File: src/rtl/core/arpc_pkg.sv
// Types and constants shared by the ARP cache with request retry.
`timescale 1ns / 1ps

package arpc_pkg;

	// Table sizes
	localparam int CACHE_ENTRIES   = 16;
	localparam int REQUEST_ENTRIES = 8;
	localparam int CIDX_W = (CACHE_ENTRIES > 1) ? $clog2(CACHE_ENTRIES) : 1;
	localparam int RIDX_W = (REQUEST_ENTRIES > 1) ? $clog2(REQUEST_ENTRIES) : 1;

	// Field widths
	localparam int IP_W    = 32;
	localparam int MAC_W   = 48;
	localparam int IFACE_W = 2;
	localparam int AGE_W   = 8;
	localparam int WAIT_W  = 4;
	localparam int SENDS_W = 4;
	localparam int IN_DATA_W  = 88;
	localparam int OUT_DATA_W = 88;

	// Saturation limits and start values
	localparam logic [AGE_W-1:0]   AGE_MAX   = '1;
	localparam logic [WAIT_W-1:0]  WAIT_MAX  = '1;
	localparam logic [SENDS_W-1:0] SENDS_MAX = '1;

	// Configuration register indexes and reset values
	localparam logic [1:0] CFG_TIMEOUT = 2'd0;
	localparam logic [1:0] CFG_LIMIT   = 2'd1;
	localparam logic [1:0] CFG_GAP     = 2'd2;
	localparam logic [7:0]  TIMEOUT_RST = 8'd15;
	localparam logic [3:0]  LIMIT_RST   = 4'd5;
	localparam logic [3:0]  GAP_RST     = 4'd1;

	// Input commands
	typedef enum logic [1:0] {
		CMD_LOOKUP = 2'd0,
		CMD_INSERT = 2'd1,
		CMD_QUEUE  = 2'd2,
		CMD_TICK   = 2'd3
	} cmd_t;

	// Result kinds
	typedef enum logic [2:0] {
		KIND_LOOKUP = 3'd0,
		KIND_INSERT = 3'd1,
		KIND_QUEUE  = 3'd2,
		KIND_SEND   = 3'd3,
		KIND_GIVEUP = 3'd4,
		KIND_DONE   = 3'd5
	} kind_t;

	// Sequencer states
	typedef enum logic [2:0] {
		ST_IDLE,
		ST_CSCAN,
		ST_RSCAN,
		ST_SWEEP,
		ST_FINISH
	} st_t;

endpackage

File: src/rtl/core/arp_cache_with_request_retry.sv
// ARP cache with entry aging and a retried address-request table.
`timescale 1ns / 1ps

// Channel   Direction  Handshake           Payload
// s_        in         s_tvalid/s_tready   s_tuser cmd, s_tdata ip/mac/iface
// m_        out        m_tvalid/m_tready   m_tuser kind, m_tdata, m_tlast
// cfg_      in         cfg_valid/cfg_ready cfg_index, cfg_data
//
// One item at a time; a sequencer walks the tables one entry per cycle,
// except while a sweep waits on a full result register. Lookup walks the
// cache, queue the request table, insert the request table then the cache,
// and tick the cache then sweeps the request table; each ends in ST_FINISH.
// arst_n clears valid marks, the sequencer and the registers to defaults.
// A stalled m_ side holds the walk at the entry that has a result to give.

module arp_cache_with_request_retry (
	input  logic                              clk,
	input  logic                              arst_n,
	input  logic                              s_tvalid,
	output logic                              s_tready,
	input  logic [arpc_pkg::IN_DATA_W-1:0]    s_tdata,   // ip[31:0] mac[79:32] iface[81:80]
	input  logic [1:0]                        s_tuser,   // cmd[1:0]
	output logic                              m_tvalid,
	input  logic                              m_tready,
	output logic [arpc_pkg::OUT_DATA_W-1:0]   m_tdata,   // addr_ip[31:0] addr_mac[79:32]
	                                                     // hit[80] stored[81] out_iface[83:82]
	output logic [2:0]                        m_tuser,   // kind[2:0]
	output logic                              m_tlast,
	input  logic                              cfg_valid,
	output logic                              cfg_ready,
	input  logic [1:0]                        cfg_index,
	input  logic [7:0]                        cfg_data
);
	import arpc_pkg::*;

	// Configuration registers
	logic [AGE_W-1:0]   timeout_q;
	logic [SENDS_W-1:0] limit_q;
	logic [WAIT_W-1:0]  gap_q;

	// Tables
	logic [CACHE_ENTRIES-1:0]   ev_q;
	logic [IP_W-1:0]            eip_q   [CACHE_ENTRIES];
	logic [MAC_W-1:0]           emac_q  [CACHE_ENTRIES];
	logic [AGE_W-1:0]           eage_q  [CACHE_ENTRIES];
	logic [REQUEST_ENTRIES-1:0] rv_q;
	logic [IP_W-1:0]            rip_q   [REQUEST_ENTRIES];
	logic [IFACE_W-1:0]         rif_q   [REQUEST_ENTRIES];
	logic [SENDS_W-1:0]         rsends_q[REQUEST_ENTRIES];
	logic [WAIT_W-1:0]          rwait_q [REQUEST_ENTRIES];

	// Sequencer and working registers
	st_t                state_q, state_d;
	cmd_t               cmd_q;
	logic [IP_W-1:0]    ip_q;
	logic [MAC_W-1:0]   mac_q;
	logic [IFACE_W-1:0] iface_q;
	logic [CIDX_W-1:0]  cidx_q;
	logic [RIDX_W-1:0]  ridx_q;
	logic               hit_q;
	logic               free_q;
	logic [RIDX_W-1:0]  r_idx_q;
	logic [RIDX_W-1:0]  rfree_idx_q;
	logic [IFACE_W-1:0] r_iface_q;
	logic [MAC_W-1:0]   res_mac_q;

	// Result register
	logic               out_valid_q;
	kind_t              out_kind_q;
	logic [IP_W-1:0]    out_ip_q;
	logic [MAC_W-1:0]   out_mac_q;
	logic               out_hit_q, out_stored_q, out_last_q;
	logic [IFACE_W-1:0] out_iface_q;

	// Combinational controls
	logic               in_acc, out_free, out_load;
	logic               c_last, r_last, c_match, r_match;
	logic [AGE_W-1:0]   c_age_inc;
	logic [WAIT_W-1:0]  r_wait_inc;
	logic               r_due, r_give, sweep_emit, sweep_go, finish_go;
	kind_t              o_kind;
	logic [IP_W-1:0]    o_ip;
	logic [MAC_W-1:0]   o_mac;
	logic               o_hit, o_stored, o_last;
	logic [IFACE_W-1:0] o_iface;

	assign s_tready  = (state_q == ST_IDLE);
	assign cfg_ready = 1'b1;
	assign in_acc    = s_tvalid && s_tready;
	assign out_free  = !out_valid_q || m_tready;

	// Current table entries under the walk counters
	assign c_last     = (cidx_q == CIDX_W'(CACHE_ENTRIES - 1));
	assign r_last     = (ridx_q == RIDX_W'(REQUEST_ENTRIES - 1));
	assign c_match    = ev_q[cidx_q] && (eip_q[cidx_q] == ip_q);
	assign r_match    = rv_q[ridx_q] && (rip_q[ridx_q] == ip_q);
	assign c_age_inc  = (eage_q[cidx_q] == AGE_MAX) ? AGE_MAX : eage_q[cidx_q] + AGE_W'(1);
	assign r_wait_inc = (rwait_q[ridx_q] == WAIT_MAX) ? WAIT_MAX
	                                                  : rwait_q[ridx_q] + WAIT_W'(1);
	assign r_due      = r_wait_inc > gap_q;
	assign r_give     = rsends_q[ridx_q] >= limit_q;
	assign sweep_emit = (state_q == ST_SWEEP) && rv_q[ridx_q] && r_due;
	assign sweep_go   = (state_q == ST_SWEEP) && (!sweep_emit || out_free);
	assign finish_go  = (state_q == ST_FINISH) && out_free;

	// Next state and result selection
	always_comb begin
		state_d  = state_q;
		out_load = 1'b0;
		o_kind   = KIND_DONE;
		o_ip     = '0;
		o_mac    = '0;
		o_hit    = 1'b0;
		o_stored = 1'b0;
		o_iface  = '0;
		o_last   = 1'b1;
		case (state_q)
			ST_IDLE: begin
				if (in_acc) begin
					case (cmd_t'(s_tuser))
						CMD_LOOKUP, CMD_TICK: state_d = ST_CSCAN;
						default:              state_d = ST_RSCAN;
					endcase
				end
			end
			ST_CSCAN: begin
				if (c_last) begin
					state_d = (cmd_q == CMD_TICK) ? ST_SWEEP : ST_FINISH;
				end
			end
			ST_RSCAN: begin
				if (r_last) begin
					state_d = (cmd_q == CMD_INSERT) ? ST_CSCAN : ST_FINISH;
				end
			end
			ST_SWEEP: begin
				o_kind  = r_give ? KIND_GIVEUP : KIND_SEND;
				o_ip    = rip_q[ridx_q];
				o_iface = rif_q[ridx_q];
				o_last  = 1'b0;
				out_load = sweep_emit && out_free;
				if (sweep_go && r_last) begin
					state_d = ST_FINISH;
				end
			end
			ST_FINISH: begin
				out_load = out_free;
				o_ip     = ip_q;
				case (cmd_q)
					CMD_LOOKUP: begin
						o_kind = KIND_LOOKUP;
						o_hit  = hit_q;
						o_mac  = hit_q ? res_mac_q : '0;
					end
					CMD_INSERT: begin
						o_kind   = KIND_INSERT;
						o_hit    = hit_q;
						o_stored = free_q;
						o_iface  = r_iface_q;
					end
					CMD_QUEUE: begin
						o_kind   = KIND_QUEUE;
						o_hit    = hit_q;
						o_stored = !hit_q && free_q;
					end
					default: begin
						o_kind = KIND_DONE;
						o_ip   = '0;
					end
				endcase
				if (out_free) begin
					state_d = ST_IDLE;
				end
			end
			default: state_d = ST_IDLE;
		endcase
	end

	// State register
	always_ff @(posedge clk or negedge arst_n) begin
		if (!arst_n) begin
			state_q <= ST_IDLE;
		end else begin
			state_q <= state_d;
		end
	end

	// Configuration writes
	always_ff @(posedge clk or negedge arst_n) begin
		if (!arst_n) begin
			timeout_q <= TIMEOUT_RST;
			limit_q   <= LIMIT_RST;
			gap_q     <= GAP_RST;
		end else if (cfg_valid && cfg_ready) begin
			case (cfg_index)
				CFG_TIMEOUT: timeout_q <= cfg_data;
				CFG_LIMIT:   limit_q   <= cfg_data[SENDS_W-1:0];
				CFG_GAP:     gap_q     <= cfg_data[WAIT_W-1:0];
				default:     ;
			endcase
		end
	end

	// Walk counters and per-item flags
	always_ff @(posedge clk or negedge arst_n) begin
		if (!arst_n) begin
			cidx_q <= '0;
			ridx_q <= '0;
			hit_q  <= 1'b0;
			free_q <= 1'b0;
		end else begin
			if (in_acc) begin
				cidx_q <= '0;
				ridx_q <= '0;
				hit_q  <= 1'b0;
				free_q <= 1'b0;
			end
			if (state_q == ST_CSCAN) begin
				cidx_q <= c_last ? '0 : cidx_q + CIDX_W'(1);
				if (cmd_q == CMD_LOOKUP && c_match) begin
					hit_q <= 1'b1;
				end
				if (cmd_q == CMD_INSERT && !ev_q[cidx_q] && !free_q) begin
					free_q <= 1'b1;
				end
			end
			if (state_q == ST_RSCAN) begin
				ridx_q <= r_last ? '0 : ridx_q + RIDX_W'(1);
				if (r_match && !hit_q) begin
					hit_q <= 1'b1;
				end
				if (cmd_q == CMD_QUEUE && !rv_q[ridx_q] && !free_q) begin
					free_q <= 1'b1;
				end
			end
			if (sweep_go) begin
				ridx_q <= r_last ? '0 : ridx_q + RIDX_W'(1);
			end
		end
	end

	// Item payload and found-entry details
	always_ff @(posedge clk) begin
		if (in_acc) begin
			cmd_q     <= cmd_t'(s_tuser);
			ip_q      <= s_tdata[IP_W-1:0];
			mac_q     <= s_tdata[IP_W+MAC_W-1:IP_W];
			iface_q   <= s_tdata[IP_W+MAC_W+IFACE_W-1:IP_W+MAC_W];
			r_iface_q <= '0;
		end
		if (state_q == ST_CSCAN && cmd_q == CMD_LOOKUP && c_match) begin
			res_mac_q <= emac_q[cidx_q];
		end
		if (state_q == ST_RSCAN && r_match && !hit_q) begin
			r_idx_q   <= ridx_q;
			r_iface_q <= rif_q[ridx_q];
		end
		if (state_q == ST_RSCAN && !rv_q[ridx_q] && !free_q) begin
			rfree_idx_q <= ridx_q;
		end
	end

	// Valid marks
	always_ff @(posedge clk or negedge arst_n) begin
		if (!arst_n) begin
			ev_q <= '0;
			rv_q <= '0;
		end else begin
			if (state_q == ST_CSCAN) begin
				if (cmd_q == CMD_INSERT && !ev_q[cidx_q] && !free_q) begin
					ev_q[cidx_q] <= 1'b1;
				end
				if (cmd_q == CMD_TICK && ev_q[cidx_q] && c_age_inc > timeout_q) begin
					ev_q[cidx_q] <= 1'b0;
				end
			end
			// insert retires the lowest matching request
			if (state_q == ST_RSCAN && cmd_q == CMD_INSERT && r_match && !hit_q) begin
				rv_q[ridx_q] <= 1'b0;
			end
			if (sweep_go && sweep_emit && r_give) begin
				rv_q[ridx_q] <= 1'b0;
			end
			if (finish_go && cmd_q == CMD_QUEUE && !hit_q && free_q) begin
				rv_q[rfree_idx_q] <= 1'b1;
			end
		end
	end

	// Table contents
	always_ff @(posedge clk) begin
		if (state_q == ST_CSCAN) begin
			if (cmd_q == CMD_INSERT && !ev_q[cidx_q] && !free_q) begin
				eip_q[cidx_q]  <= ip_q;
				emac_q[cidx_q] <= mac_q;
				eage_q[cidx_q] <= '0;
			end
			if (cmd_q == CMD_TICK && ev_q[cidx_q]) begin
				eage_q[cidx_q] <= c_age_inc;
			end
		end
		if (sweep_go && rv_q[ridx_q]) begin
			if (sweep_emit && !r_give) begin
				rwait_q[ridx_q] <= '0;
				if (rsends_q[ridx_q] != SENDS_MAX) begin
					rsends_q[ridx_q] <= rsends_q[ridx_q] + SENDS_W'(1);
				end
			end else begin
				rwait_q[ridx_q] <= r_wait_inc;
			end
		end
		if (finish_go && cmd_q == CMD_QUEUE) begin
			if (hit_q) begin
				rif_q[r_idx_q] <= iface_q;
			end else if (free_q) begin
				rip_q[rfree_idx_q]    <= ip_q;
				rif_q[rfree_idx_q]    <= iface_q;
				rsends_q[rfree_idx_q] <= '0;
				rwait_q[rfree_idx_q]  <= WAIT_MAX;
			end
		end
	end

	// Result register
	always_ff @(posedge clk or negedge arst_n) begin
		if (!arst_n) begin
			out_valid_q <= 1'b0;
		end else if (out_load) begin
			out_valid_q <= 1'b1;
		end else if (m_tready) begin
			out_valid_q <= 1'b0;
		end
	end

	always_ff @(posedge clk) begin
		if (out_load) begin
			out_kind_q   <= o_kind;
			out_ip_q     <= o_ip;
			out_mac_q    <= o_mac;
			out_hit_q    <= o_hit;
			out_stored_q <= o_stored;
			out_iface_q  <= o_iface;
			out_last_q   <= o_last;
		end
	end

	assign m_tvalid = out_valid_q;
	assign m_tuser  = out_kind_q;
	assign m_tlast  = out_last_q;
	assign m_tdata  = {4'b0000, out_iface_q, out_stored_q, out_hit_q, out_mac_q, out_ip_q};

endmodule
File: config.mk
export PLATFORM = sky130hd
export DESIGN_NAME = arp_cache_with_request_retry
export DESIGN_NICKNAME = d
export VERILOG_FILES = /design/src/rtl/core/arpc_pkg.sv /design/src/rtl/core/arp_cache_with_request_retry.sv
export SDC_FILE = /design/constraint.sdc
export NUM_CORES = 2
export LEC_CHECK = 0
export BUFFER_PORTS_ARGS = -buffer_cell sky130_fd_sc_hd__buf_2
export CORE_MARGIN = 2
export CORE_UTILIZATION = 50
export CTS_CLUSTER_DIAMETER = 100
export DETAILED_ROUTE_END_ITERATION = 12
export PLACE_DENSITY = 0.78
export RECOVER_POWER = 25
export SYNTH_ARGS = -nofsm -noshare
export SYNTH_HDL_FRONTEND = slang
export SYNTH_SLANG_ARGS = --single-unit
File: constraint.sdc
create_clock -name clk -period 7.6 [get_ports clk]
set_input_delay 0.38 -clock clk [delete_from_list [all_inputs] [get_ports clk]]
set_output_delay 0.38 -clock clk [all_outputs]
set_load 0.1 [all_outputs]
==> flow_summary_export.csv <==
group,metric,value,unit
detailed_routing,dr.pass1.iters,6,
detailed_routing,drc,0,
detailed_routing,drt-wirelength-per-cell,30.0,microns
synthesis,yosysTopAreaCell,"edfxtp_1",
pwr,ir_worst_vdd,0.313,mV
detailed_routing,routed_wl,189,mm
finish,nets,4242,
synthesis,synth.distinct_cells,74,
synthesis,synthTopCellsByArea,"edfxtp_1 (76%), mux4_2 (13%), mux2i_1 (1.5%)",
die,start_util,50.3,%
setup_path,cp-start-kind,"flop",
hold_path,hold_class,"in -> reg",
clocking,cts_tree,"yes",
setup_path,regToRegSetupSlack,1.85,ns
die,die-width,400,microns
finish,filler_cell_count,10850,
detailed_routing,postRouteAntennaNets,0,
global_routing,grt-ovfl-total,0,
sta,tns,0,ns
global_routing,gr-usage-all-layers,23.9,%
sta,rsz0062_at_grt,"no",
global_routing,antenna_found_initial,8,
finish,area_growth,13.9,%
detailed_routing,routed_via_density,6.28,
placement,gp_congestion,0.848,
pwr,p_total,30.3,mW
die,core_area,0.156,sq mm
setup_path,required,8.11,ns
sta,final.min_clock_period,5.75,ns
synthesis,synth_most_common_cell,"edfxtp_1",
setup_path,arrival,6.26,ns
hold_path,worstHoldStart,"cfg_index[1]",
die,rows,145,
clocking,cts_htree_levels,4,
synthesis,yosysWarnings,0,
clocking,cts_root_buffer,"clkbuf_16",
setup_path,setup.worst_path.end_class,"flop",
setup_path,reg2reg_to,"res_mac_q[11]",
sta,finalMaxSlewViolations,327,
clocking,clk_pin_slew,0.06,ns
setup_path,r2r_start,"cidx_q[0]",
pwr,powerDensity,340,mW/mm^2
finish,drive_above_1_share,24.3,%
sta,period_share,75.7,%
die,die_area,0.160,sq mm
clocking,clkLatencyLatePin,0.85,ns
detailed_routing,vias,39676,
global_routing,grt_start_max_net_pins,93,
detailed_routing,drtIter0Drc,5221,
synthesis,ys_ff_latch,2025,
run_status,violations,"capacitance limit, slew limit",
sta,max_freq,0.174,GHz
run_status,outcome,"finished, violations left",
placement,io_buffers,188,
setup_path,crit_fanout,40,
synthesis,synth-async-reset-ratio,2.62,%
clocking,cts_max_path_buffers,3,
flow_run,maxCapViolCount,10,
setup_path,critPathKind,"reg -> reg",
synthesis,syn_inst,3691,
pwr,leakagePower,28.1,nW
sta,skew,0.0555,ns
sta,slew_headroom,-115,%
synthesis,synth_seq_area_share,77.3,%
synthesis,synth_edf_count,1972,
placement,dpl.hpwl,98.1,mm
hold_path,hold_end,"timeout_q[2]",
synthesis,netlist_top_cells_count,"edfxtp_1 (1972), mux4_2 (444), nand2_1 (133)",
setup_path,rr_worst_depth,9,
clocking,cts_num_sinks,2025,
global_routing,grt_pass1_wl,275,mm
clocking,cts_buffers,191,
synthesis,netlist.area_leader.share,75.6,%
die,ios,200,
sta,hold_viol_final,0,
synthesis,avgSynthCellArea,21.2,sq um
hold_path,hold_path_depth,5,
synthesis,syn_area,0.0783,sq mm
clocking,cts.repair.resized,0,
die,die_y,400,microns
sta,finalSetupViolations,0,
synthesis,synth_flop_cell,"edfxtp_1",
global_routing,grt_pass1_vias,40491,
sta,worst_pin_slew,3.23,ns
==> cell families (layout without fill, tap and decap cells) <==
group           Yosys count  after routing  share of synthesized area, %
compound gates          294            294                          2.61
flops                  2025           2025                          77.3
fa+ha+maj                29             29                         0.463
other cells               2              6                       0.00959
simple gates            458            458                          2.91
xor+xnor                 56             56                         0.626
mux                     592            592                          14.7
buf+inv                 235            803                          1.38
==> metrics by stage <==
step / hold WS, ns / setup WS [ns] / utilization (%) / cells / instance area (sq um)
after global routing: 0.0585 / 1.64 / 57.2 / 6320 / 89200
final: 0.0442 / 1.85 / 57.2 / 6321 / 89200
after CTS: 0.00185 / 1.88 / 57.3 / 6320 / 89400
after floorplan: 0.0844 / 1.06 / - / 3694 / 78400
after detailed placement: 0.481 / 1.96 / 52.7 / 5877 / 82200
after global placement: 0.476 / 1.95 / 52.7 / 5877 / 82200
==> critical path, cell delays in order (launching register included) <==
cell	delay (ns)
dfrtp_4	1.01
buf_4	0.63
mux4_2	0.59
mux4_2	0.49
xnor2_1	0.29
nand2_1	0.13
nor4_1	0.46
nand4_1	0.51
inv_2	0.89
buf_12	0.33
==> state kept, by name, summed over array words and instances (netlist names), 3 cells and up, named ones only <==
register	count
eip_q	512
limit_q	4
ridx_q	3
rif_q	16
rsends_q	32
state_q	3
rip_q	256
r_idx_q	3
rwait_q	32
eage_q	128
mac_q	48
out_ip_q	32
timeout_q	8
m_tuser	3
emac_q	768
cidx_q	4
res_mac_q	48
rv_q	8
rfree_idx_q	3
gap_q	4
out_mac_q	48
ev_q	15
ip_q	32
==> cells in the final DEF (no fill, tap or decap), types with 79 or more instances in the layout <==
cell and n:
buf_4 80, mux4_2 444, dlygate4sd3_1 96, clkbuf_16 192, mux2i_1 118, nand2_1 133, edfxtp_1 1972, buf_2 147
nor2_1 79, clkbuf_1 108
==> where the power goes <==
| group | internal, mW | leakage, nW | switching [mW] |
|---|---|---|---|
| logic | 2.70 | 6.78 | 4.38 |
| registers | 13.2 | 18.3 | 0.571 |
| clock network | 5.27 | 3.01 | 4.19 |
| total | 21.2 | 28.1 | 9.14 |
==> worst max-delay path by stage <==
stage / startpoint / end / slack (ns) / cells past startpoint
2_1_floorplan: ridx_q[0] / m_tlast / 1.06 / 18
3_3_place_gp: cidx_q[0] / res_mac_q[26] / 1.95 / 9
3_5_place_dp: cidx_q[0] / res_mac_q[15] / 1.96 / 9
4_1_cts: cidx_q[0] / res_mac_q[46] / 1.88 / 9
5_1_grt: cidx_q[0] / res_mac_q[46] / 1.64 / 9
6_report: cidx_q[0] / res_mac_q[11] / 1.85 / 9
==> timing repair <==
| item | in CTS | in global routing |
|---|---|---|
| setup endpoints to repair | 0 | 0 |
| hold buffers | 96 | 0 |
| setup buffers | 0 | 0 |
| hold endpoints to repair | 147 | 0 |
==> metal layers <==
metal,vias up,share of wire [%],track usage (%)
met4,4,3.0,7.60
met2,2569,50,39.8
met5,-,0.014,0
met1,20608,37,32.0
li1,16095,-,-
met3,400,10,4.45
==> area by class of cell <==
class	count	area [sq um]	area share, %
diodes	1	2.50	0.00280
clock buffers	235	5010	5.61
clock inverters	112	1210	1.35
inverters	54	213	0.238
multi-input cells	1434	16900	18.9
flip-flops and latches	2025	60600	67.9
well taps	2058	2570	2.89
repair buffers	402	2760	3.09
Note: power is estimated with default switching activity, not from simulation.
